===== config.mk =====
export PLATFORM = sky130hd
export DESIGN_NAME = rtp_header_parser
export DESIGN_NICKNAME = d
export VERILOG_FILES = /design/src/rhp_pkg.sv /design/src/rtp_header_parser.sv
export SDC_FILE = /design/constraint.sdc
export NUM_CORES = 1
export LEC_CHECK = 0
export BUFFER_PORTS_ARGS = -buffer_cell sky130_fd_sc_hd__buf_2
export CORE_UTILIZATION = 30
export DETAILED_ROUTE_END_ITERATION = 10
export GPL_TIMING_DRIVEN = 0
export RECOVER_POWER = 50
export SKIP_LAST_GASP = 1
export SLEW_MARGIN = 10
export SYNTH_ARGS = -nofsm -noshare
export SYNTH_HDL_FRONTEND = slang
export SYNTH_SLANG_ARGS = --single-unit
export TNS_END_PERCENT = 50

===== constraint.sdc =====
create_clock -name clk -period 15.91 [get_ports clk]
set_clock_uncertainty 0.2 [all_clocks]
set_input_delay 0 -clock clk [delete_from_list [all_inputs] [get_ports clk]]
set_output_delay 0 -clock clk [all_outputs]
set_load 0.005 [all_outputs]

===== src/rhp_pkg.sv =====
// ---------------------------------------------------------------------------
// rhp_pkg
// shared constants for the rtp header parser: counter width, header sizes,
// status codes
// ---------------------------------------------------------------------------
`default_nettype none

package rhp_pkg;

  // width of the byte counter, 8 to 16
  localparam int LENGTH_BITS = 16;
  localparam logic [LENGTH_BITS-1:0] COUNT_MAX = {LENGTH_BITS{1'b1}};

  localparam int FIXED_HDR = 12;
  localparam int WORD_BYTES = 4;

  // result fields are 16 bits wide whatever the counter width
  localparam int OUT_LEN_BITS = 16;
  localparam logic [OUT_LEN_BITS-1:0] OUT_LEN_MAX = {OUT_LEN_BITS{1'b1}};

  localparam logic [1:0] HDR_VER_EXPECTED = 2'd2;

  localparam logic [2:0] ST_OK         = 3'd0;
  localparam logic [2:0] ST_SHORT      = 3'd1;
  localparam logic [2:0] ST_BAD_VER    = 3'd2;
  localparam logic [2:0] ST_EXT_OVER   = 3'd3;
  localparam logic [2:0] ST_PAD_OVER   = 3'd4;

endpackage

`default_nettype wire


===== src/rtp_header_parser.sv =====
// ---------------------------------------------------------------------------
// rtp_header_parser
// parses an rtp packet that arrives one byte per item and reports the
// header fields, the payload offset and the payload length once per packet
// ---------------------------------------------------------------------------
// input channel: in_valid / in_ready, with packet_byte and last_byte. bytes
// come in wire order; last_byte marks the final byte of a packet.
// output channel: out_valid / out_ready, one result per packet carrying
// status, the fixed header fields, the extension header and the payload
// offset and length with trailing padding removed.
// throughput: one byte per cycle, sustained while in_ready stays high, also across packet borders.
// result path: when the final byte is taken, the capture registers and the
// byte counter feed a snapshot register, and the length arithmetic between
// the snapshot and the result register loads the result once the result
// register is free.
// reset: rst (synchronous) clears the counter, the captured words and both
// valid flags; the block then waits for the first byte of a packet.
// stall: while out_valid waits for out_ready the snapshot still fills from
// the next final byte; only when both the snapshot and the result register
// are full does in_ready drop.
// ---------------------------------------------------------------------------
`default_nettype none

module rtp_header_parser
  import rhp_pkg::*;
(
  input  wire logic                    clk,
  input  wire logic                    rst,
  input  wire logic                    in_valid,
  output logic                         in_ready,
  input  wire logic [7:0]              packet_byte,
  input  wire logic                    last_byte,
  output logic                         out_valid,
  input  wire logic                    out_ready,
  output logic [2:0]                   status,
  output logic                         marker,
  output logic [6:0]                   payload_kind,
  output logic [15:0]                  sequence_res,
  output logic [31:0]                  time_stamp,
  output logic [31:0]                  source_id,
  output logic [3:0]                   contrib_count,
  output logic                         has_extension,
  output logic [15:0]                  ext_profile,
  output logic [15:0]                  ext_words,
  output logic [OUT_LEN_BITS-1:0]      payload_offset,
  output logic [OUT_LEN_BITS-1:0]      payload_length
);

  // capture state
  logic [LENGTH_BITS-1:0] byte_count;
  logic [31:0]            first_word;
  logic [31:0]            stamp_word;
  logic [31:0]            source_word;
  logic [31:0]            ext_header_word;

  logic [LENGTH_BITS-1:0] byte_count_next;
  logic [31:0]            first_word_next;
  logic [31:0]            stamp_word_next;
  logic [31:0]            source_word_next;
  logic [31:0]            ext_header_word_next;
  logic [LENGTH_BITS-1:0] ext_start;
  logic                   in_ext;

  // snapshot of a finished packet
  logic                   snap_valid;
  logic [LENGTH_BITS-1:0] snap_count;
  logic [31:0]            snap_first;
  logic [31:0]            snap_stamp;
  logic [31:0]            snap_source;
  logic [31:0]            snap_ext;
  logic [7:0]             snap_byte;

  logic accept;
  logic res_load;

  assign res_load = snap_valid && (!out_valid || out_ready);
  assign in_ready = !snap_valid || res_load;
  assign accept   = in_valid && in_ready;

  always_comb begin
    first_word_next      = first_word;
    stamp_word_next      = stamp_word;
    source_word_next     = source_word;
    ext_header_word_next = ext_header_word;
    ext_start = LENGTH_BITS'(FIXED_HDR) + LENGTH_BITS'({first_word[27:24], 2'b00});
    in_ext    = (byte_count >= ext_start) &&
                (byte_count < ext_start + LENGTH_BITS'(WORD_BYTES));
    if (byte_count < LENGTH_BITS'(4)) begin
      first_word_next = {first_word[23:0], packet_byte};
    end else if (byte_count < LENGTH_BITS'(8)) begin
      stamp_word_next = {stamp_word[23:0], packet_byte};
    end else if (byte_count < LENGTH_BITS'(FIXED_HDR)) begin
      source_word_next = {source_word[23:0], packet_byte};
    end else if (in_ext) begin
      ext_header_word_next = {ext_header_word[23:0], packet_byte};
    end
    byte_count_next = (byte_count != COUNT_MAX) ? byte_count + LENGTH_BITS'(1)
                                                : byte_count;
  end

  always_ff @(posedge clk) begin
    if (rst) begin
      byte_count      <= '0;
      first_word      <= '0;
      stamp_word      <= '0;
      source_word     <= '0;
      ext_header_word <= '0;
    end else if (accept) begin
      if (last_byte) begin
        byte_count      <= '0;
        first_word      <= '0;
        stamp_word      <= '0;
        source_word     <= '0;
        ext_header_word <= '0;
      end else begin
        byte_count      <= byte_count_next;
        first_word      <= first_word_next;
        stamp_word      <= stamp_word_next;
        source_word     <= source_word_next;
        ext_header_word <= ext_header_word_next;
      end
    end
  end

  always_ff @(posedge clk) begin
    if (rst) begin
      snap_valid <= 1'b0;
    end else if (accept && last_byte) begin
      snap_valid <= 1'b1;
    end else if (res_load) begin
      snap_valid <= 1'b0;
    end
  end

  always_ff @(posedge clk) begin
    if (accept && last_byte) begin
      snap_count  <= byte_count_next;
      snap_first  <= first_word_next;
      snap_stamp  <= stamp_word_next;
      snap_source <= source_word_next;
      snap_ext    <= ext_header_word_next;
      snap_byte   <= packet_byte;
    end
  end

  // length arithmetic on the snapshot
  logic [1:0]  ver;
  logic        pad_flag;
  logic        ext_flag;
  logic [3:0]  cc;
  logic [6:0]  hlen;
  logic [6:0]  need;
  logic [19:0] n_wide;
  logic [19:0] avail;
  logic [19:0] elen4;
  logic [19:0] avail_e;
  logic [19:0] avail_p;
  logic [19:0] off;
  logic        short_fixed;
  logic        short_hdr;
  logic        ext_over;
  logic        pad_over;
  logic [2:0]  status_next;

  always_comb begin
    ver         = snap_first[31:30];
    pad_flag    = snap_first[29];
    ext_flag    = snap_first[28];
    cc          = snap_first[27:24];
    hlen        = 7'(FIXED_HDR) + {1'b0, cc, 2'b00};
    need        = hlen + {4'd0, ext_flag, 2'b00} + {6'd0, pad_flag};
    n_wide      = 20'(snap_count);
    short_fixed = snap_count < LENGTH_BITS'(FIXED_HDR);
    short_hdr   = n_wide < 20'(need);
    avail       = n_wide - 20'(hlen);
    elen4       = {2'b00, snap_ext[15:0], 2'b00} + 20'(WORD_BYTES);
    ext_over    = ext_flag && (elen4 > avail);
    avail_e     = ext_flag ? avail - elen4 : avail;
    off         = 20'(hlen) + (ext_flag ? elen4 : 20'd0);
    // with padding the final byte holds the pad count
    pad_over    = pad_flag && (avail_e < 20'(snap_byte));
    avail_p     = pad_flag ? avail_e - 20'(snap_byte) : avail_e;

    if (short_fixed) begin
      status_next = ST_SHORT;
    end else if (ver != HDR_VER_EXPECTED) begin
      status_next = ST_BAD_VER;
    end else if (short_hdr) begin
      status_next = ST_SHORT;
    end else if (ext_over) begin
      status_next = ST_EXT_OVER;
    end else if (pad_over) begin
      status_next = ST_PAD_OVER;
    end else begin
      status_next = ST_OK;
    end
  end

  always_ff @(posedge clk) begin
    if (rst) begin
      out_valid <= 1'b0;
    end else if (res_load) begin
      out_valid <= 1'b1;
    end else if (out_ready) begin
      out_valid <= 1'b0;
    end
  end

  always_ff @(posedge clk) begin
    if (res_load) begin
      status <= status_next;
      if (short_fixed) begin
        marker        <= 1'b0;
        payload_kind  <= '0;
        sequence_res  <= '0;
        time_stamp    <= '0;
        source_id     <= '0;
        contrib_count <= '0;
        has_extension <= 1'b0;
      end else begin
        marker        <= snap_first[23];
        payload_kind  <= snap_first[22:16];
        sequence_res  <= snap_first[15:0];
        time_stamp    <= snap_stamp;
        source_id     <= snap_source;
        contrib_count <= cc;
        has_extension <= ext_flag;
      end
      // extension reported once the header itself is complete and valid
      if (!short_fixed && ver == HDR_VER_EXPECTED && !short_hdr && ext_flag) begin
        ext_profile <= snap_ext[31:16];
        ext_words   <= snap_ext[15:0];
      end else begin
        ext_profile <= '0;
        ext_words   <= '0;
      end
      if (status_next == ST_OK) begin
        payload_offset <= (off > 20'(OUT_LEN_MAX)) ? OUT_LEN_MAX : off[OUT_LEN_BITS-1:0];
        payload_length <= (avail_p > 20'(OUT_LEN_MAX)) ? OUT_LEN_MAX
                                                       : avail_p[OUT_LEN_BITS-1:0];
      end else begin
        payload_offset <= '0;
        payload_length <= '0;
      end
    end
  end

endmodule

`default_nettype wire


Yosys cells after proc, flatten, opt, wreduce, memory -nomap -nowiden
Index checks and enable logic that the tools add are counted.
Storage, ports and cells
  memory bits (read-only): 0
  bits in registers: 458
  word-level logic and storage cells: 98
  memory bits (writable): 0
  bits in latches: 0
  memories kept: 0
  input bits: 13
  output and inout bits: 162
Cells by class
  multiply operators: 0
  order comparisons: 11
  $add $sub $neg: 11
  shift-type cells: 0
  equality and inequality tests: 3
  divide/modulo/power cells: 0
  reduce and logical (&&, ||, !) cells: 18
  mux-type cells: 30
  bitwise logic cells: 0
Operators by type and width (number)
  two-way mux 32 bit: 14
  two-way mux 16 bit: 4
  less-than comparator 16 x 4 -> 1 bit, second input constant: 3
  > comparator 20 x 16 -> 1 bit, second input constant: 2
  two-way mux 20 bit: 2
  adder 7 x 19 -> 20 bit: 1
  > comparator 19 x 20 -> 1 bit: 1
  less-than comparator 20 x 8 -> 1 bit: 1
  subtractor 20 x 19 -> 20 bit: 1
  subtractor 20 x 8 -> 20 bit: 1
  adder 18 x 3 -> 19 bit, second input constant: 1
  two-way mux 19 bit: 1
  subtractor 16 x 7 -> 17 bit: 1
  adder 16 x 1 -> 16 bit, second input constant: 1
  >= comparator 16 x 7 -> 1 bit: 1
  less-than comparator 16 x 3 -> 1 bit, second input constant: 1
  less-than comparator 16 x 7 -> 1 bit: 1
  less-than comparator 16 x 8 -> 1 bit: 1
  inequality test 16 bit, second input constant: 1
  two-way mux 3 bit: 5
  adder 4 x 6 -> 7 bit, first input constant: 2
  logical AND 1 bit: 9
  adder 7 x 3 -> 8 bit, second input constant: 1
  adder 7 x 1 -> 7 bit: 1
  8 further kinds: 16

Depth between registers and ports, before layout
  word-level depth: 12
  depth in mapped cells: 24

Least setup slack after synthesis
No wires, ideal clock.
  path type: register -> register
  start point: reg out_valid
  end point: reg contrib_count[0] (enable)
  buffers on the path: 0
  path slack: 7.511 ns
  arrival time: 7.500 ns
  data required time: 15.011 ns
  library setup time: 0.699 ns
  stages on the path, launching flop included: 3
  cells stage by stage: dfxtp_1 -> nor2b_1 -> nor2b_1
On the way
  word-level cells in the longest chain between the ends: 3
Ends and longest elaborated chain
  from (decl): RTL line rtp_header_parser.sv:33  | output logic out_valid,
  from (signal assigned): RTL line rtp_header_parser.sv:201  | out_valid <= 1'b0;
  from (signal assigned): RTL line rtp_header_parser.sv:203  | out_valid <= 1'b1;
  from (signal assigned): RTL line rtp_header_parser.sv:205  | out_valid <= 1'b0;
  zero test 1 bit: RTL line rtp_header_parser.sv:76  | assign res_load = snap_valid && (!out_valid || out_ready);
  logical OR 1 bit: RTL line rtp_header_parser.sv:76
  logical AND 1 bit: RTL line rtp_header_parser.sv:76
  via res_load: RTL line rtp_header_parser.sv:74  | logic res_load;
  to (signal assigned): RTL line rtp_header_parser.sv:218  | contrib_count <= '0;
  to (signal assigned): RTL line rtp_header_parser.sv:226  | contrib_count <= cc;
  to (decl): RTL line rtp_header_parser.sv:41  | output logic [3:0] contrib_count,
The timed path passes the listed nets, and every way through them passes these cells.
A chain may end at the register's enable or synchronous reset.

Final worst setup path
  start point: reg snap_first[24]
  end point: reg payload_length[14] (data pin)
On the way
  word-level cells in the longest chain between the ends: 12
  elaborated cells on any way between the ends: 21
Ends and longest elaborated chain
  from (decl): RTL line rtp_header_parser.sv:67  | logic [31:0] snap_first;
  from (signal assigned): RTL line rtp_header_parser.sv:138  | snap_first <= first_word_next;
  adder 4 x 6 -> 7 bit (*): RTL line rtp_header_parser.sv:170  | hlen = 7'(FIXED_HDR) + {1'b0, cc, 2'b00};
  branches (longest 11 deep; another with subtractor 20 x 19 -> 20 bit)
  to (signal assigned): RTL line rtp_header_parser.sv:239  | payload_length <= (avail_p > 20'(OUT_LEN_MAX)) ? OUT_LEN_MAX
  to (decl): RTL line rtp_header_parser.sv:46  | output logic [OUT_LEN_BITS-1:0] payload_length
Mark *: on every way between the ends.

==> impl_metrics.yaml <==
global_routing:
  grt_pass1_vias: 14300
  gr-max-usage-layer: "met2"
  use_met1: 0.205
  gr-total-overflow: 0
  grt_pass1_wl_um: 84000
  grtUsageMet3: 0.0331
  grt_usage: 0.155
  grt_max_degree: 34
  gr-usage-met2: 0.245
  antenna_found_initial: 2
cells_and_area:
  fin_nets: 2047
  area_delta_synth_final_pct: 18.5
  drive_above_1_share: 0.131
synthesis:
  async_flop_share: 0
  ys_seq_elements: 457
  yosysUniqueCellTypes: 74
  syn-num-nets: 1802
  syn_inst: 1727
  ys.flop_type: "edfxtp_1"
  synth_edf_count: 311
  synth_top_area_share: 0.448
  synthTopCellsByArea: "edfxtp_1 45%, dfxtp_1 14%, mux2_2 6.9%, a22oi_1 5.0%, nor2_1 3.5%"
  yosys_warnings: 0
  seq_area_frac_synth: 0.589
  avgSynthCellArea_um2: 12.1
  synthesis.area_um2: 20800
  yosys.area.top_type: "edfxtp_1"
sta:
  setup-tns-final_ns: 0
  max_freq_ghz: 0.136
  post-route-period-util: 0.462
  maxSlewViolCount: 161
  tightest_slew_ns: 2.18
  holdWs_ns: 0.0746
  layout_min_cycle_time_ns: 7.36
  finalHoldViolations: 0
  finalSetupViolCount: 0
  grt_setup_unrepaired: "false"
  slew_headroom: -0.456
clock_network:
  clock_sinks: 457
  worstSkewPairLatency_ns: 0.61
  cts_tree: "yes"
  clock_path_buffers: 3
  cts_setup_buffers: 0
  ctsRootBufferMaster: "clkbuf_16"
  htreeDepth: 2
  clk_pin_slew_ns: 0.07
  numCtsBuffers: 48
floorplan:
  start_util: 0.303
  ios: 175
  die_y_um: 266
  coreArea_um2: 68700
  die_x_um: 266
  rows: 96
  die_area_um2: 70500
worst_setup_path:
  worstSetupStartpointType: "register"
  r2r-start: "snap_first[24]"
  crit_type: "reg2reg"
  worstPathRequired_ns: 16.03
  slowest_stage: "a21boi_0"
  path_buf_inv: 3
  r2r_slack_ns: 8.55
  r2r_cells: 24
  cpMostUsedCell: "ha_1"
  critPathCaptureType: "register"
  critPathLaunch: "snap_first[24]"
  crit_fanout: 10
  cp.arrival_ns: 7.47
  critPathMaxStageDelay_ns: 0.75
  critPathTopFamily: "compound AO/OA/AOI/OAI gates"
  critical_path.cell_chain: "inv_1, ha_1, xnor2_1, inv_1, ha_1, nor2b_1, or2_1, maj3_1, xor2_1, ha_1, a21oi_1, nand2_1, xnor2_1, a21oi_1, ha_1, nor2b_1, a21boi_0, nand3_1, a2111oi_1, a21boi_0, or3_4, a21oi_4, buf_6, a31oi_1"
  r2r_end: "payload_length[14]"
pwr:
  max-vdd-ir-drop_uv: 79.5
  p_leak_nw: 8.93
  p_per_area_nw_per_um2: 109
detailed_routing:
  viasPerCell: 4.89
  drtPass1Iterations: 6
  num_vias: 14400
  drt_iter0_drc: 1191
  drc: 0
  routed_wl_um: 55200
  wl_per_cell_um: 18.8
  postRouteAntennaNets: 0
worst_hold_path:
  min_from: "out_ready"
  hp-class: "in2reg"
  holdPathEnd: "out_valid"
  min_path_cells: 5
placed_design:
  globalplace.congestion: 0.901
  io_buffers: 172
  place_hpwl_um: 40400
flow_run:
  maxCapViolCount: 6
status:
  status: "finished, violations left"
  violations: "max-capacitance violations, max-slew violations"
[logic make-up (layout without fill, tap and decap cells)]
kind of cell	Yosys count	after routing	share of synthesized area
buffers and inverters	146	430	0.0275
muxes	139	139	0.0745
AOI/OAI and AO/OA	335	335	0.113
DFF	457	457	0.589
adders and majority gates	64	64	0.0398
and+or+nand+nor	506	506	0.123
xor gates and xnor gates	79	79	0.0339
other	1	3	0.000180
[cell usage in the layout (no fill, tap or decap), types with 35 or more instances in the layout]
cell type,n
edfxtp_1,311
nor2_1,194
clkbuf_1,189
dfxtp_1,146
a22oi_1,138
and2_1,98
buf_2,84
mux2_2,68
mux2_1,60
ha_1,58
a21oi_1,52
nand2_1,51
clkbuf_16,48
xnor2_1,47
inv_1,42
and3_1,41
o21ai_0,39
nand3_1,35
[worst max path at each step]
stage	to	depth (start not counted)
6_report	payload_length[14]	24
5_1_grt	payload_length[8]	23
4_1_cts	payload_length[14]	23
3_5_place_dp	payload_length[14]	23
3_3_place_gp	snap_first[8]	6
2_1_floorplan	contrib_count[0]	2
[per-stage QoR]
step	util	area [um2]	total power [mW]	instances	setup slack, ns
2_1_floorplan	-	20800	1.47	1727	7.51
3_3_place_gp	0.333	22900	1.54	2830	4.26
3_5_place_dp	0.336	23100	1.54	2840	8.58
4_1_cts	0.362	24900	2.72	2942	8.51
5_1_grt	0.359	24700	2.78	2942	8.03
6_report	0.359	24700	2.68	2944	8.55
[worst register-to-register path, stage by stage (launching register included)]
cell and delay [ns]:
edfxtp_1 0.47, inv_1 0.17, ha_1 0.26, xnor2_1 0.54, inv_1 0.10, ha_1 0.35
nor2b_1 0.16, or2_1 0.22, maj3_1 0.39, xor2_1 0.26, ha_1 0.35, a21oi_1 0.34
nand2_1 0.12, xnor2_1 0.15, a21oi_1 0.12, ha_1 0.24, nor2b_1 0.25, a21boi_0 0.75
nand3_1 0.15, a2111oi_1 0.37, a21boi_0 0.16, or3_4 0.41, a21oi_4 0.26, buf_6 0.19
a31oi_1 0.08
[power breakdown]
group | internal, mW | switching [mW]
clock network | 0.672 | 0.496
registers | 1.29 | 0.0132
logic | 0.0743 | 0.134
total | 2.04 | 0.644
[Yosys cell counts, types with 7 or more instances]
cell,n
and2_1,98
inv_1,42
or3_1,8
mux2_2,128
clkbuf_1,81
dfxtp_1,146
nand2_1,51
a211oi_1,13
mux2i_1,11
a22oi_1,138
o21a_1,11
nor2b_1,10
xor2_1,30
xnor2_1,47
edfxtp_1,311
buf_1,15
nand3b_1,7
a21o_1,11
o211ai_1,9
a31oi_1,22
a21boi_0,8
nor3_1,13
nand4_1,12
and3_1,41
nor2_1,194
ha_1,58
o21ai_0,39
nand2b_1,11
nand3_1,35
a21oi_1,52
[routing by layer]
layer	wire length (um)	share of wire	vias up
li1	-	-	6897
met1	25000	0.45	7002
met2	24900	0.45	411
met3	3410	0.062	93
met4	1980	0.036	0
met5	0	0	-
[area by class of cell]
class / count / area, um2
Antenna cell: 2 / 5.00
Buffer: 104 / 415
Clock buffer: 57 / 1280
Clock inverter: 32 / 393
Fill cell: 6813 / 44000
Inverter: 42 / 158
Multi-Input combinational cell: 1124 / 8000
Sequential cell: 457 / 12300
Tap cell: 931 / 1160
Timing Repair Buffer: 195 / 1000
[flip-flops by register name, indices dropped and copies added, names as in the netlist, 32 cells and up]
register	count
source_id	32
snap_source	32
time_stamp	32
snap_ext	32
ext_header_word	32
source_word	32
snap_first	32
stamp_word	32
first_word	32
snap_stamp	32
[repair_timing]
action | 4_1_cts | 5_1_grt
hold endpoints to repair | 162 | 0
gates resized for setup | 0 | 0
hold buffers | 13 | 0
Note: power is estimated with default switching activity, not from simulation.
